--- src/rtl/core/imghalve_pkg.sv ---
// package for the 2x2 image halving block
// sizes, register indexes and shared types; no dependencies
package imghalve_pkg;

  localparam int MAX_ROW_PIXELS = 1024;
  localparam int MAX_ROWS       = 4096;
  localparam int PIX_W          = 8;
  localparam int PIXEL_W        = 4 * PIX_W;
  localparam int NUM_LANES      = 4;
  localparam int COL_W          = $clog2(MAX_ROW_PIXELS);
  localparam int ROW_W          = $clog2(MAX_ROWS);
  localparam int WIDTH_W        = COL_W + 1;
  localparam int HEIGHT_W       = ROW_W + 1;
  localparam int CFG_DATA_W     = HEIGHT_W;
  localparam int CFG_IDX_W      = 2;
  localparam int PAIR_DEPTH     = MAX_ROW_PIXELS / 2;
  localparam int PAIR_AW        = $clog2(PAIR_DEPTH);
  localparam int PAIR_W         = 2 * PIXEL_W;

  typedef enum logic [CFG_IDX_W-1:0] {
    CFG_USE_MAXIMUM   = 2'd0,
    CFG_FOUR_CHANNEL  = 2'd1,
    CFG_SOURCE_WIDTH  = 2'd2,
    CFG_SOURCE_HEIGHT = 2'd3
  } cfg_idx_t;

  typedef logic [PIX_W-1:0] chan_t;

  typedef struct packed {
    logic use_max;
    logic four_ch;
  } mode_t;

  typedef struct packed {
    logic row_end;
    logic frame_end;
  } pos_flags_t;

endpackage

--- src/rtl/core/imghalve_lane.sv ---
// one channel lane: max of four, pairwise rounded average or rounded gray mean of four
// depends on imghalve_pkg
module imghalve_lane (
  input  imghalve_pkg::chan_t  p00,
  input  imghalve_pkg::chan_t  p01,
  input  imghalve_pkg::chan_t  p10,
  input  imghalve_pkg::chan_t  p11,
  input  imghalve_pkg::mode_t  mode,
  output imghalve_pkg::chan_t  res
);
  import imghalve_pkg::*;

  chan_t              max_top;
  chan_t              max_bot;
  chan_t              max_all;
  logic [PIX_W:0]     sum_top;
  logic [PIX_W:0]     sum_bot;
  chan_t              avg_top;
  chan_t              avg_bot;
  logic [PIX_W:0]     sum_pair;
  chan_t              avg_pair;
  logic [PIX_W+1:0]   sum_four;

  always_comb begin
    max_top  = (p00 > p01) ? p00 : p01;
    max_bot  = (p10 > p11) ? p10 : p11;
    max_all  = (max_top > max_bot) ? max_top : max_bot;

    sum_top  = {1'b0, p00} + {1'b0, p01} + (PIX_W+1)'(1);
    sum_bot  = {1'b0, p10} + {1'b0, p11} + (PIX_W+1)'(1);
    avg_top  = sum_top[PIX_W:1];
    avg_bot  = sum_bot[PIX_W:1];
    sum_pair = {1'b0, avg_top} + {1'b0, avg_bot} + (PIX_W+1)'(1);
    avg_pair = sum_pair[PIX_W:1];

    // gray: (a+b+c+d+2)/4
    sum_four = {2'b00, p00} + {2'b00, p01} + {2'b00, p10} + {2'b00, p11}
             + (PIX_W+2)'(2);

    priority if (mode.use_max) begin
      res = max_all;
    end else if (mode.four_ch) begin
      res = avg_pair;
    end else begin
      res = sum_four[PIX_W+1:2];
    end
  end

endmodule

--- config.mk ---
export PLATFORM = sky130hd
export DESIGN_NAME = imghalve_lane
export DESIGN_NICKNAME = d
export VERILOG_FILES = /design/src/rtl/core/imghalve_pkg.sv /design/src/rtl/core/imghalve_lane.sv
export SDC_FILE = /design/constraint.sdc
export NUM_CORES = 1
export LEC_CHECK = 0
export BUFFER_PORTS_ARGS = -buffer_cell sky130_fd_sc_hd__buf_2
export CAP_MARGIN = 25
export CORE_MARGIN = 4
export CORE_UTILIZATION = 50
export DETAILED_ROUTE_END_ITERATION = 16
export PLACE_DENSITY = 0.73
export SETUP_SLACK_MARGIN = 0.4
export SYNTH_ARGS = -nofsm -noshare
export SYNTH_HDL_FRONTEND = slang
export SYNTH_SLANG_ARGS = --single-unit
--- constraint.sdc ---
create_clock -name vclk -period 4.5
set_input_delay 0.9 -clock vclk [all_inputs]
set_output_delay 0.9 -clock vclk [all_outputs]
set_load 0.01 [all_outputs]
* After elaboration in Yosys (flattened, before gate mapping)
Index checks and enable logic that the tools add are counted.
Storage, ports and cells: register bits 0, latch bits 0, RAM bits 0, memory bits (read-only) 0, input bits 34, output and inout bits 8, logic and storage cells 18, memories 0
Cells by class: $add $sub $neg 10, multiply operators 0, divide/modulo/power cells 0, magnitude comparators 3, eq/ne operators 0, shifts and indexed selects 0, multiplexer cells 5, bitwise operators 0, reductions and logical operators 0
Operator list (count):
- 2-to-1 mux 8 bit | 5
- adder 8 x 8 -> 9 bit | 4
- adder 9 x 1 -> 9 bit, second input constant | 3
- > comparator 8 bit | 3
- adder 10 x 2 -> 10 bit, second input constant | 1
- adder 10 x 8 -> 10 bit | 1
- adder 9 x 8 -> 10 bit | 1

* Longest topological paths before layout
Gate-level depths: netlist (run 1).
depth after elaboration 6, gate-level depth with buffers 17, mapped depth without buffers 17

* Worst setup path before layout (run 1)
OpenSTA, ideal clock, no wires.
path kind input port to output port, start input port p01[6], end output port res[0], arrival 3.833 ns, required time 3.600 ns, slack -0.233 ns, stages on the path 13, path buffers 1, cell sequence inv_1 -> ha_1 -> nand4_1 -> or4b_1 -> o211ai_2 -> buf_8 -> mux2_2 -> ha_1 -> nand4_1 -> nor2_1 -> nor2b_1 -> nor3_1 -> a221oi_1
Between the ends: word-level cells in the longest chain between the ends 5
Ends and longest elaborated chain:
- start, declared | RTL line imghalve_lane.sv:5 | input imghalve_pkg::chan_t p01,
- > comparator 8 bit | RTL line imghalve_lane.sv:25 | max_top = (p00 > p01) ? p00 : p01;
- 2-to-1 mux 8 bit * | RTL line imghalve_lane.sv:25
- > comparator 8 bit | RTL line imghalve_lane.sv:27 | max_all = (max_top > max_bot) ? max_top : max_bot;
- 2-to-1 mux 8 bit * | RTL line imghalve_lane.sv:27
- 2-to-1 mux 8 bit * | RTL line imghalve_lane.sv:40 | priority if (mode.use_max) begin
- end, declared | RTL line imghalve_lane.sv:9 | output imghalve_pkg::chan_t res
Every way passes the cells marked *; elsewhere a longest branch is shown, timed or not.

* Worst setup path in the final report (run 1)
start input port p00[1], end output port res[6]
Between the ends: word-level cells in the longest chain between the ends 6, elaborated cells between the ends (all ways) 14, those cells by class add/sub: 8; order compare: 2; mux: 4
Ends and longest elaborated chain:
- start, declared | RTL line imghalve_lane.sv:4 | input imghalve_pkg::chan_t p00,
- adder 8 x 8 -> 9 bit | RTL line imghalve_lane.sv:29, imghalve_lane.sv:37
- adder 9 x 8 -> 10 bit or adder 9 x 1 -> 9 bit (tied branches) | RTL line imghalve_lane.sv:37, imghalve_lane.sv:29
- adder 10 x 8 -> 10 bit or adder 8 x 8 -> 9 bit (tied branches) | RTL line imghalve_lane.sv:37, imghalve_lane.sv:33
- adder 10 x 2 -> 10 bit or adder 9 x 1 -> 9 bit (tied branches) | RTL line imghalve_lane.sv:38, imghalve_lane.sv:33
- 2-to-1 mux 8 bit | RTL line imghalve_lane.sv:42 | end else if (mode.four_ch) begin
- 2-to-1 mux 8 bit * | RTL line imghalve_lane.sv:40
Marks and branches as above.

==> results of run 1 <==
==> layer usage <==
layer | track usage | wire [um]
met1 | 0.335 | 3710
met2 | 0.562 | 4850
met3 | 0.0159 | 492
met4 | 0.101 | 407
met5 | 0 | 0
==> how the worst max path moves through the flow <==
| stage | from | end | slack [ns] | cells past startpoint |
|---|---|---|---|---|
| after floorplan | p01[1] | res[1] | 0.02 | 13 |
| after global placement | p11[4] | res[1] | -0.56 | 17 |
| after detailed placement | p00[1] | res[7] | -0.63 | 16 |
| after CTS | p00[5] | res[1] | -0.58 | 15 |
| after global routing | p11[0] | res[6] | -0.73 | 19 |
| final | p00[1] | res[6] | -0.58 | 16 |
==> Yosys cell counts, types with 3 or more instances <==
library cell  number
ha_1              56
o21ai_0           14
nor3_1             9
inv_1             43
a211oi_1           7
nor2_1            15
a21oi_1           27
nand4_1            4
a221oi_1           7
o21a_1             4
mux2i_1           10
nand2_1           11
o21bai_1           7
nor2b_1            5
fa_1              18
xnor2_1           12
o211ai_1           4
xor2_1            11
a21o_1             3
nand2b_1           5
==> layout make-up <==
type | count | area (um2)
inverter | 43 | 173
timing repair buffer | 155 | 1180
tap | 67 | 83.8
fill | 275 | 658
multi-input combinational | 263 | 2720
==> metrics by stage <==
step,total power [mW],hold WS [ns]
2_1_floorplan,0.584,2.03
4_1_cts,0.984,2.35
5_1_grt,1.16,2.39
3_5_place_dp,0.954,2.36
6_report,1.08,2.35
3_3_place_gp,0.921,2.34
==> report_power, final <==
part	total (mW)	switching [mW]	internal, mW
clock network	0	0	0
registers	0	0	0
logic	1.08	0.544	0.531
total	1.08	0.544	0.531
==> cell families (layout without fill, tap and decap cells) <==
kind of cell             count (synthesis)  count (layout)
multiplexers                            14              14
buffers and inverters                   47             198
XOR/XNOR                                23              23
adder cells (fa/ha/maj)                 74              74
AND/OR/NAND/NOR                         61              61
AO/OA/AOI/OAI                           91              91
==> worst max-delay path, stage by stage <==
cell and delay (ns):
buf_4 0.11, clkinvlp_4 0.09, ha_4 0.28, o21bai_1 0.08
a221o_1 0.34, o211ai_4 0.30, buf_6 0.16, mux2_4 0.32
ha_4 0.28, nand4_1 0.16, buf_4 0.19, a211oi_4 0.29
nor2_2 0.11, nor3_1 0.33, a211oi_2 0.08, buf_2 0.16
==> what timing repair did <==
action | CTS | global route
pin swaps | 15 | 17
hold buffers | 0 | 0
gates cloned | 0 | 1
endpoints found under the setup margin | 8 | 8
setup buffers | 6 | 6
resized for setup | 28 | 22
==> results.toml, run 1 <==
[die]
die_w_um = 79.3
coreArea_mm2 = 0.00482
rows = 25
pin_count = 42
die_h_um = 79.3
die-area_mm2 = 0.00629
initial_utilization = 0.528

[cells_and_area]
seqCellArea_um2 = 0
layout-drive-gt1-share = 0.466
seq_cells = 0
nClkBuffers = 0
syn_to_final_growth_pct = 63.6
fin_nets = 571
instances_no_fill = 528
final_common_cell = "buf_4"
final_util = 0.863
final_cell_mix = "107 x buf_4, 40 x ha_1, 33 x inv_1, 33 x buf_2, 25 x a21oi_1"
fin_area_mm2 = 0.00416
n_antenna_cell = 0

[sta]
finalSetupViolCount = 8
slew_headroom = 0.609
tightest_slew_ns = 0.579
setup_slack_ns = -0.584
layout_min_cycle_time_ns = 5.08
max_freq_mhz = 197
tns_ns = -4.38
slew_viol_final = 0
hold_violations = 0
fin_crit_sh = 1.13
rsz0062_at_grt = "true"

[worst_hold_path]
hold_depth = 4
hold_class = "primary input to output port"
hp-start = "mode[1]"
hold_end = "res[6]"

[logic_synthesis]
synth_fp_nets = 418
synth_top_family_by_area = "adder cells"
yosys_warnings = 0
synth_compound_area_frac = 0.243
yosys.area_share.simple = 0.125
ys_top_cells_by_area = "ha_1 28%, fa_1 14%, inv_1 6.3%"
ys_seq_area_frac = 0
synthAdderAreaFrac = 0.417
synth_xor_area_frac = 0.0792
ys_types = 50
synthCells = 310
syn_avg_cell_area_um2 = 8.20
yosysTopAreaCell = "ha_1"
synthesis.area_mm2 = 0.00254
synth_top_area_frac = 0.276
synth_mux_area_frac = 0.0600

[placement]
dp_hpwl_um = 7170
globalplace.congestion = 0.920
dp_slack_ns = -0.626
port-buffer-count = 42
post_dp_cell_area_mm2 = 0.00380
dp_cells = 515

[drt]
drt_wl_total_um = 9460
drc = 0
drt_iter0_drc = 150
via_count = 3099
avgViaCountPerCell = 5.87
postRouteAntennaNets = 0
wl_per_cell_um = 17.9
drt-pass1-iter-count = 5

[critical_path]
crit_required_ns = 3.60
end_kind = "output port"
cp_max_fo = 4
critical_path_class = "primary input to output port"
arrival_ns = 4.18
worstSetupStartpointType = "primary input"

[outcome]
violations = "negative setup slack"
status = "finished with violations"

[grt]
overflow = 0
grt_pass1_wl_um = 14700
grt_pass1_vias = 3220
grt_usage = 0.291
grt_max_degree = 16
antenna_found_initial = 0

[power]
ir_drop_uv = 185
leakage_nw = 1.99
p_per_area_mw_per_mm2 = 259

[job]
drv_cap = 0
No activity file was read; power rests on OpenSTA's default activity.
==> run 2: changes to the inputs <==
CAP_MARGIN = not set   (was 25)
MAX_ROUTING_LAYER = met4   (was not set)
RECOVER_POWER = 100   (was not set)
==> results.toml, run 2 (synthesis gave the netlist of run 1 again) <==
[worst_hold_path]
hold_class = "primary input to output port"
hp-start = "mode[1]"

[critical_path]
critical_path_class = "primary input to output port"
end_kind = "output port"
path_cells = "buf_8 -> inv_4 -> ha_4 -> nand4_1 -> or4b_4 -> o211ai_4 -> mux2_2 -> ha_1 -> nand4_1 -> buf_4 -> nor2_4 -> a211o_1 -> a21oi_4 -> o211a_1 -> a211oi_2 -> buf_2"
slowest_stage = "or4b_4"
arrival_ns = 4.19
max_stage_delay_ns = 0.53
worstSetupStartpointType = "primary input"
crit_required_ns = 3.60
crit_path_frequent_cell = "nand4_1"
cp_max_fo = 5
startpoint = "p01[6]"

[sta]
tns_ns = -4.44
slew_viol_final = 0
slew_headroom = 0.700
tightest_slew_ns = 0.443
setup_slack_ns = -0.585
max_freq_mhz = 197
hold_slack_ns = 2.33
rsz0062_at_grt = "true"
finalSetupViolCount = 8
layout_min_cycle_time_ns = 5.09
hold_violations = 0
fin_crit_sh = 1.13

[grt]
antenna_found_initial = 0
grt_usage = 0.301
grt_pass1_vias = 3197
grt_pass1_wl_um = 14500
overflow = 0
grt_max_degree = 16

[power]
p_total_mw = 1.08
ir_drop_uv = 185
power.share.switching = 0.513
internal_power_mw = 0.524
clkPwrFrac = 0
comb_power_share = 1.000
leakage_nw = 1.97
p_sw_mw = 0.551
p_per_area_mw_per_mm2 = 258
p_seq_frac = 0

[cells_and_area]
seqCellArea_um2 = 0
n_antenna_cell = 0
final_common_cell = "buf_4"
n_fill_cell = 273
seq_cells = 0
final_util = 0.865
instances_no_fill = 522
fin_area_mm2 = 0.00417
layout-drive-gt1-share = 0.466
syn_to_final_growth_pct = 63.8
final_cell_mix = "103 x buf_4, 39 x ha_1, 31 x inv_1"
nClkBuffers = 0
fin_nets = 565

[drt]
drc = 0
drt_iter0_drc = 180
wl_per_cell_um = 18.6
drt-pass1-iter-count = 5
drt_wl_total_um = 9700
avgViaCountPerCell = 5.89
postRouteAntennaNets = 0
via_count = 3075

[die]
die_h_um = 79.3
coreArea_mm2 = 0.00482
initial_utilization = 0.528
die-area_mm2 = 0.00629
die_w_um = 79.3
pin_count = 42
rows = 25

[placement]
dp_hpwl_um = 7320
globalplace.congestion = 0.945
dp_cells = 516
post_dp_cell_area_mm2 = 0.00379
dp_slack_ns = -0.666
port-buffer-count = 42

[job]
drv_cap = 0

[outcome]
status = "finished with violations"
violations = "negative setup slack"
-- run 2: area by class of cell --
cell class / count / area, um2 / area share
Multi-Input combinational cell: 263 / 2740 / 0.658
Inverter: 43 / 175 / 0.0421
Tap cell: 67 / 83.8 / 0.0201
Timing Repair Buffer: 149 / 1160 / 0.280
-- run 2: worst paths after layout --
check                     to  slack (ns)  cells after the start
worst max-delay path  res[1]       -0.59                     16
worst min-delay path  res[7]        2.33                      4
-- run 2: metal layers --
layer	vias up	wire, um	track usage
met4	0	581	0.131
met2	178	5030	0.570
met1	1428	3590	0.326
li1	1411	-	-
met5	-	0	-
met3	58	504	0.00794
-- run 2: power by group through the flow --
stage | clock (mW) | sequential (mW) | combinational (mW)
final | 0 | 0 | 1.08
after global routing | 0 | 0 | 1.16
after CTS | 0 | 0 | 1.01
after detailed placement | 0 | 0 | 0.960
after global placement | 0 | 0 | 0.919
after floorplan | 0 | 0 | 0.584
-- run 2: critical path, delay by kind of cell --
kind	cells	cell delay, ns
AOI/OAI and AO/OA	5	1.01
muxes	1	0.40
and+or+nand+nor	4	0.86
buffers and inverters	4	0.41
adders and majority gates	2	0.60
-- run 2: what timing repair did --
action / CTS / global route
setup endpoints to repair: 8 / 8
buffers inserted: 3 / 3
pin swaps: 17 / 18
gates resized for setup: 48 / 24
hold buffers: 0 / 0
