$ cat src/rtl/core/imghalve_pkg.sv
// package for the 2x2 image halving block
// sizes, register indexes and shared types; no dependencies
package imghalve_pkg;

  localparam int MAX_ROW_PIXELS = 1024;
  localparam int MAX_ROWS       = 4096;
  localparam int PIX_W          = 8;
  localparam int PIXEL_W        = 4 * PIX_W;
  localparam int NUM_LANES      = 4;
  localparam int COL_W          = $clog2(MAX_ROW_PIXELS);
  localparam int ROW_W          = $clog2(MAX_ROWS);
  localparam int WIDTH_W        = COL_W + 1;
  localparam int HEIGHT_W       = ROW_W + 1;
  localparam int CFG_DATA_W     = HEIGHT_W;
  localparam int CFG_IDX_W      = 2;
  localparam int PAIR_DEPTH     = MAX_ROW_PIXELS / 2;
  localparam int PAIR_AW        = $clog2(PAIR_DEPTH);
  localparam int PAIR_W         = 2 * PIXEL_W;

  typedef enum logic [CFG_IDX_W-1:0] {
    CFG_USE_MAXIMUM   = 2'd0,
    CFG_FOUR_CHANNEL  = 2'd1,
    CFG_SOURCE_WIDTH  = 2'd2,
    CFG_SOURCE_HEIGHT = 2'd3
  } cfg_idx_t;

  typedef logic [PIX_W-1:0] chan_t;

  typedef struct packed {
    logic use_max;
    logic four_ch;
  } mode_t;

  typedef struct packed {
    logic row_end;
    logic frame_end;
  } pos_flags_t;

endpackage

$ cat src/rtl/core/imghalve_merge.sv
// merging stage: gathers the lane results into the output register
// depends on imghalve_pkg
module imghalve_merge (
  input  logic                                   clk,
  input  logic                                   rst_n,
  input  logic                                   load,
  input  imghalve_pkg::chan_t [imghalve_pkg::NUM_LANES-1:0] lane_res,
  input  logic                                   four_ch,
  input  imghalve_pkg::pos_flags_t               flags,
  input  logic                                   out_stall,
  output logic                                   out_valid,
  output imghalve_pkg::chan_t [imghalve_pkg::NUM_LANES-1:0] res,
  output imghalve_pkg::pos_flags_t               res_flags
);
  import imghalve_pkg::*;

  logic                        valid_r;
  logic                        valid_nxt;
  chan_t [NUM_LANES-1:0]       res_r;
  chan_t [NUM_LANES-1:0]       res_nxt;
  pos_flags_t                  flags_r;

  always_comb begin
    res_nxt = lane_res;
    // grayscale leaves channels 1..3 at zero
    for (int k = 1; k < NUM_LANES; k++) begin
      if (!four_ch) begin
        res_nxt[k] = '0;
      end
    end
    if (load) begin
      valid_nxt = 1'b1;
    end else if (!out_stall) begin
      valid_nxt = 1'b0;
    end else begin
      valid_nxt = valid_r;
    end
  end

  always_ff @(posedge clk) begin
    if (!rst_n) begin
      valid_r <= 1'b0;
    end else begin
      valid_r <= valid_nxt;
    end
  end

  always_ff @(posedge clk) begin
    if (load) begin
      res_r   <= res_nxt;
      flags_r <= flags;
    end
  end

  assign out_valid = valid_r;
  assign res       = res_r;
  assign res_flags = flags_r;

endmodule

$ cat config.mk
export PLATFORM = sky130hd
export DESIGN_NAME = imghalve_merge
export DESIGN_NICKNAME = d
export VERILOG_FILES = /design/src/rtl/core/imghalve_pkg.sv /design/src/rtl/core/imghalve_merge.sv
export SDC_FILE = /design/constraint.sdc
export NUM_CORES = 1
export LEC_CHECK = 0
export BUFFER_PORTS_ARGS = -buffer_cell sky130_fd_sc_hd__buf_2
export CORE_UTILIZATION = 45
export DETAILED_ROUTE_END_ITERATION = 10
export PLACE_DENSITY = 0.84
export SYNTH_ARGS = -nofsm -noshare
export SYNTH_HDL_FRONTEND = slang
export SYNTH_SLANG_ARGS = --single-unit
$ cat constraint.sdc
create_clock -name clk -period 0.91 [get_ports clk]
set_input_delay 0.0455 -clock clk [delete_from_list [all_inputs] [get_ports clk]]
set_output_delay 0.0455 -clock clk [all_outputs]
set_load 0.005 [all_outputs]
==> Word level (Yosys, flattened, before mapping) <==
Cells that the tools add are included.
{ "word_totals": {"reg_bits": 35, "latch_bits": 0, "ram_bits": 0, "mem_bits_ro": 0, "inputBits": 39, "out_inout_bits": 35, "elab_cells": 10, "mem_count": 0} }
{ "op_classes": {"n_addsub": 0, "multipliers": 0, "div": 0, "n_lt_le_gt_ge": 0, "eq_ne": 1, "shifts": 0, "mux": 2, "bitwise": 0, "reduce_logical": 0} }
{ "ops": {"columns": ["operator", "count"], "rows": [
  ["2-to-1 mux 1 bit", 2],
  ["!= test 2 bit (second input constant)", 1]
]} }

==> Depth between registers and ports, before layout <==
Gate-level depths: netlist (run 1).
{ "depth": {"word_depth": 2, "depth_mapped": 2, "ltp_nobuf": 2} }

==> Worst setup path before layout (run 1) <==
No wires, ideal clock.
{ "synth_path": {"path_kind": "reg2reg", "start": "reg, netlist name out_valid", "end": "reg valid_r (netlist: out_valid)", "setup_ns": 0.115, "arrival_ns": 0.455, "required_time_ns": 0.795, "slack_ns": 0.340, "path_stages_with_launch": 3, "n_path_buf": 0, "synth_period_minus_slack_ns": 0.570, "cell_sequence": "dfxtp_1 > a21oi_1 > nor2b_1"} }
{ "synth_lines": {"columns": ["element", "line", "rtl"], "rows": [
  ["to (signal assigned)", "imghalve_merge.sv:44", "valid_r <= valid_nxt;"],
  ["to (decl)", "imghalve_merge.sv:17", "logic valid_r;"]
]} }

==> Worst setup path in the final report (run 1) <==
{ "layout_path": {"start": "reg res_r, in the netlist res[27]", "end": "out res[27] (netlist bit)"} }
{ "layout_lines": {"columns": ["element", "line", "rtl"], "rows": [
  ["from (decl)", "imghalve_merge.sv:19", "chan_t [NUM_LANES-1:0] res_r;"],
  ["from (signal assigned)", "imghalve_merge.sv:50", "res_r <= res_nxt;"],
  ["to (decl)", "imghalve_merge.sv:12", "output imghalve_pkg::chan_t [imghalve_pkg::NUM_LANES-1:0] res,"]
]} }
No word-level cell between the ends.

==> results of run 1 <==
## flip-flops by register name, indices dropped and copies added (netlist names)
name / count
res: 32
res_flags: 2
out_valid: 1
## through the flow
step | hold slack [ns] | worst slack, ns
3_5_place_dp | 0.224 | 0.175
6_report | 0.0150 | 0.0148
3_3_place_gp | 0.223 | 0.204
4_1_cts | 0.00146 | -0.00733
2_1_floorplan | 0.144 | 0.340
5_1_grt | 0.00175 | -0.0384
## worst min-delay path by stage
stage                      start               endpoint  slack, ns
floorplan            lane_res[0]       res[0]$_DFFE_PP_       0.14
global placement     lane_res[2]       res[2]$_DFFE_PP_       0.22
detailed placement   lane_res[3]       res[3]$_DFFE_PP_       0.22
CTS                 lane_res[20]  res[20]$_SDFFCE_PN0P_      0.001
global route        lane_res[21]  res[21]$_SDFFCE_PN0P_      0.002
finish              lane_res[24]  res[24]$_SDFFCE_PN0P_       0.02
## layer usage
| metal | vias up | GRT usage [%] |
|---|---|---|
| li1 | 421 | - |
| met1 | 393 | 16.7 |
| met2 | 29 | 30.9 |
| met3 | 4 | 5.28 |
| met4 | 0 | 12.4 |
| met5 | - | 0 |
## layout make-up
type,count,area [um^2]
Sequential cell,35,1040
Fill cell,173,654
Tap cell,30,37.5
Clock inverter,3,15.0
Multi-Input combinational cell,26,184
Clock buffer,5,37.5
Timing Repair Buffer,93,576
## logic make-up (layout without fill, tap and decap cells)
family / count (synthesis) / count (layout) / share of synthesized area, %
and+or+nand+nor: 25 / 25 / 14.3
AOI/OAI and AO/OA: 1 / 1 / 0.401
DFF: 35 / 35 / 83.5
buffers and inverters: 2 / 101 / 1.81
## cell usage in the layout, fill, tap and decap left out, drive strengths merged
master / instances
edfxtp: 34
nor2b: 1
buf: 74
a21oi: 1
clkbuf: 5
clkinv: 3
dlygate4sd3: 19
and2: 24
dfxtp: 1
## power groups by stage
stage               Clock [W]  Combinational [W]  Sequential (W)
global placement            0           0.000302         0.00196
detailed placement          0           0.000314         0.00197
finish               0.000765           0.000375         0.00193
floorplan                   0          0.0000596         0.00199
CTS                  0.000792           0.000368         0.00194
global route         0.000854           0.000415         0.00195
## timing repair
item | in CTS | in global routing
hold endpoints to repair | 15 | 3
hold buffers | 16 | 3
endpoints found under the setup margin | 2 | 24
==> run metrics, run 1 <==
Iteration-0 DRC Markers 4; most common cell in the netlist edfxtp_1; number of global-route vias before repair a little over 800; Crit Path Category register to output port; largest net degree at the start of global routing 36; Post CTS Setup Buffer Count 0; Post-Syn Instances 63; Synthesized Nets between 100 and 150; Synth Warn # 0; Crit path required time 0.86 ns; initial antenna violation count 0; fin crit period 0.895 ns; ANT nets after route 0; M1 wire length 888 um; Avg WL per Cell approximately 13 um; uppermost layer routed met4; Starting Density 49.0%; placed instance area 1650 um^2; Worst-path clk slew 0.10 ns; Final Cell Area 1890 um^2; CP delay by family, top flip-flops; R2R depth 2; period utilization 98.4%; RSZ-0062 raised after global routing yes; final hold vios 0; Max-Slew Margin vs Limit 81.3%; maximum clock path buffer count 2; P_sw 0.000652 W; antenna cells 0; Die Area 2990 um^2; internal power between 0.002 and 0.0025 W; Syn Area/Cell 19.8 um^2; combinational fraction of design power 12.2%; worst min path class input pin to register; Seq cells post-synth 35; Post-Synthesis Cell Area 1250 um^2; Main synth FF type edfxtp_1; sequential power share 62.9%; Max Fclk 1120 MHz; GRT Total Usage 17.4%; area leader, netlist edfxtp_1; H-tree Lvls 2; Pleak between 0.8 and 0.9 nW; ys async rst share 0%; share of layout cells above drive strength 1 roughly three fifths; CP endpoint kind output port; Sw Share 21.2%; DIE WIDTH 54.7 um; EDFF count, synth 34; drt via density 4.41; I/O pins 74; setup violators final 0; Slew @ Worst Pin between 0.2 and 0.3 ns; final setup skew 0 ns; root buf cell clkbuf_4; share of the yosys chip area belonging to registers 83.5%; Port Buffers 73; drt first pass iters 4; Placement Rows 18; Hold Crit Depth 2; CTS sink cnt 35; Critical Path Stages 1; Inserted Clock Buffers 5; Layout area overhead 51.6%; # DRC 0; count of cell types in the netlist 7; Max IR drop VDD 1.25 mV; Inst Count DP 165; Post-CTS Resized 0; latest clock arrival within the worst-skew pair approximately 0.31 ns; drt total wl 2530 um; CP Launch Point res[27]$_SDFFCE_PN0P_; Util after Layout 74.3%; vias between 800 and 900; met2 wire length between 1000 and 1500 um; Critical Path End res[27]; slowest stage delay, CP 0.39 ns; RePlAce Congestion 0.689; CTS tree built; top cell type's share of synthesized area between 80% and 90%; WL met3 around 110 um; r2r endpoint out_valid$_SDFFE_PN0P_; dominant cells by area after synthesis edfxtp_1 82%, and2_2 11%, and2_1 3.0%; total power 0.00307 W; TNS Setup 0 ns; first-pass GRT wire length 3370 um; Post-synth top cells 34 x edfxtp_1, 18 x and2_2, 6 x and2_1; CORE AREA 2540 um^2; Worst EP arrival 0.85 ns; # nets final 200; crit-path max FO 1; reg-to-reg startpoint out_valid$_SDFFE_PN0P_; Congestion Overflow GR 0; max-slew violation count 0; critical path launch point type register; Pwr Density 1630 nW/um^2; flop2flop setup slack 0.31 ns; Post-Layout Cell Count 192; max cap viols 0; CP bufs+invs 1; crit path cell chain buf_2; Worst path slowest cell edfxtp_1; status finished, final reports clean; die extent in y ~55 um; Clock Power Share 24.9%
Note: power is estimated with default switching activity, not from simulation.
==> run 2: changes to the inputs <==
- CORE_MARGIN: unset -> 5
==> run 2 against run 1 <==
Sequential share of layout area decreased by 1.0 points. Cell count increased by 2.6%. Clock skew unchanged. Fmax about the same. Power increased by 0.36%. Non-clock buffer count increased by 4. Via count increased by 3.2%. Critical path type unchanged. Sequential power about the same. Die area increased by 31%. Worst hold slack got worse by 0.0051 ns. Critical endpoint is now res[26]. Cell area increased by 1.9%.
==> run metrics, run 2 (synthesized netlist as in run 1, its figures left out) <==
status finished, final reports clean; Worst-path clk slew 0.10 ns (about the same); largest net degree at the start of global routing 25 (-31%); Worst Hold Launch lane_res[31]; max reg flops 32 (unchanged); Max-Slew Margin vs Limit 82.2% (+0.87 points); Critical Path Stages 1 (unchanged); RSZ-0062 raised after global routing yes; maximum clock path buffer count 2 (unchanged); Max Fclk 1120 MHz (about the same); DIE WIDTH 62.7 um (+15%); Crit Path Category register to output port; CP bufs+invs 1 (unchanged); die extent in y 62.7 um (+15%); R2R depth 2 (unchanged); Max IR drop VDD 1.25 mV (+0.29%); placed instance area 1660 um^2 (+0.53%); Worst EP arrival 0.85 ns (about the same); reg-to-reg startpoint out_valid$_SDFFE_PN0P_; Pleak 0.839 nW (+1.1%); Port Buffers 73 (unchanged); drt via density 4.44 (+0.57%); period utilization 98.5% (about the same); Congestion Overflow GR 0 (unchanged); Inserted Clock Buffers 5 (unchanged); final setup skew 0 ns (unchanged); slowest stage delay, CP 0.39 ns (about the same); Placement Rows 19 (+1); CP endpoint kind output port; Inst Count DP 167 (+1.2%); ANT nets after route 0 (unchanged); TNS Setup 0 ns (unchanged); CORE AREA 2710 um^2 (+6.5%); RePlAce Congestion 0.682 (-0.99%); final hold vios 0 (unchanged); crit path cell chain buf_2; r2r endpoint out_valid$_SDFFE_PN0P_; Post CTS Setup Buffer Count 0 (unchanged); setup violators final 0 (unchanged); share of layout cells above drive strength 1 59.0% (-2.7 points); Die Area 3930 um^2 (+31%); max-slew violation count 0 (unchanged); CTS sink cnt 35 (unchanged); flop2flop setup slack 0.29 ns (-0.02 ns); initial antenna violation count 0 (unchanged); vias 874 (+3.2%); most frequent cells in the layout 73 x buf_2, 34 x edfxtp_1, 22 x dlygate4sd3_1; H-tree Lvls 2 (unchanged); hold slack 0.00992 ns (-0.00510 ns); first-pass GRT wire length 4310 um (+28%); CP Launch Point res[26]$_SDFFCE_PN0P_; # DRC 0 (unchanged); Place WS 0.188 ns (+0.0124 ns); # nets final 204 (+2.0%); Iteration-0 DRC Markers 15 (+11); fin crit period 0.896 ns (+0.000857 ns); number of global-route vias before repair 946 (+15%); Worst path slowest cell edfxtp_1; CTS tree built; most common cell after layout, fill and taps aside buf_2; Final Cell Area 1930 um^2 (+1.9%); drt first pass iters 3 (-1); Layout area overhead 54.4%; Slew @ Worst Pin 0.267 ns (-0.0131 ns); worst setup margin 0.0139 ns (-0.000857 ns); Pwr Density 1600 nW/um^2 (-1.5%); drt total wl 2620 um (+3.7%); latest clock arrival within the worst-skew pair 0.32 ns (about the same); max cap viols 0 (unchanged); critical path launch point type register; CP delay by family, top flip-flops; Starting Density 46.0% (-3.0 points); Post-Layout Cell Count 197 (+2.6%); crit-path max FO 1 (unchanged); Hold Crit Depth 2 (unchanged); Crit path required time 0.86 ns (about the same); Avg WL per Cell 13.3 um (+1.0%); GRT Total Usage 14.3% (-3.1 points); root buf cell clkbuf_4; worst min path class input pin to register; I/O pins 74 (unchanged); hold endpoint res[31]$_SDFFCE_PN0P_; antenna cells 0 (unchanged)
run 2: changes by cell type in the layout (fill, tap and decap cells not counted):
cell and change:
buf_4 +1, dlygate4sd3_1 +3, clkbuf_1 +3, clkinv_2 -3
run 2: timing repair:
action,in CTS,in global routing
gates resized for setup,0,0
endpoints found under the hold margin,18,3
setup endpoints to repair,1,25
hold buffers,19,3
run 2: area by class of cell:
type | count | area (um^2)
Clock buffer | 8 | 48.8
Fill cell | 189 | 785
Tap cell | 31 | 38.8
Multi-Input combinational cell | 26 | 184
Sequential cell | 35 | 1040
Timing Repair Buffer | 97 | 613
run 2: layer usage:
layer / wire (um) / part of all wire, % / global-route usage [%]
met1: 871 / 33 / 12.9
met5: 0 / 0 / 0
met4: 44 / 1.7 / 7.16
met3: 377 / 14 / 9.53
met2: 1330 / 51 / 24.1
run 2: through the flow:
step,power [W],util [%]
after floorplan,0.00205,-
after global placement,0.00228,61.1
after detailed placement,0.00229,61.1
after CTS,0.00310,69.9
after global routing,0.00325,71.1
final,0.00309,71.1
run 2: worst max path at each step:
| stage | end | slack (ns) |
|---|---|---|
| after floorplan | out_valid$_SDFFE_PN0P_ | 0.34 |
| after global placement | res[14]$_SDFFCE_PN0P_ | 0.20 |
| after detailed placement | res[14]$_SDFFCE_PN0P_ | 0.19 |
| after CTS | res[26] | -0.02 |
| after global routing | res[26] | -0.06 |
| final | res[26] | 0.01 |
run 2: where the power goes:
| group | leakage, nW | internal, W | total, W | switching [W] |
|---|---|---|---|---|
| combinational | 0.475 | 0.000242 | 0.000390 | 0.000148 |
| clock | 0.0265 | 0.000308 | 0.000761 | 0.000454 |
| sequential | 0.338 | 0.00190 | 0.00193 | 0.0000301 |
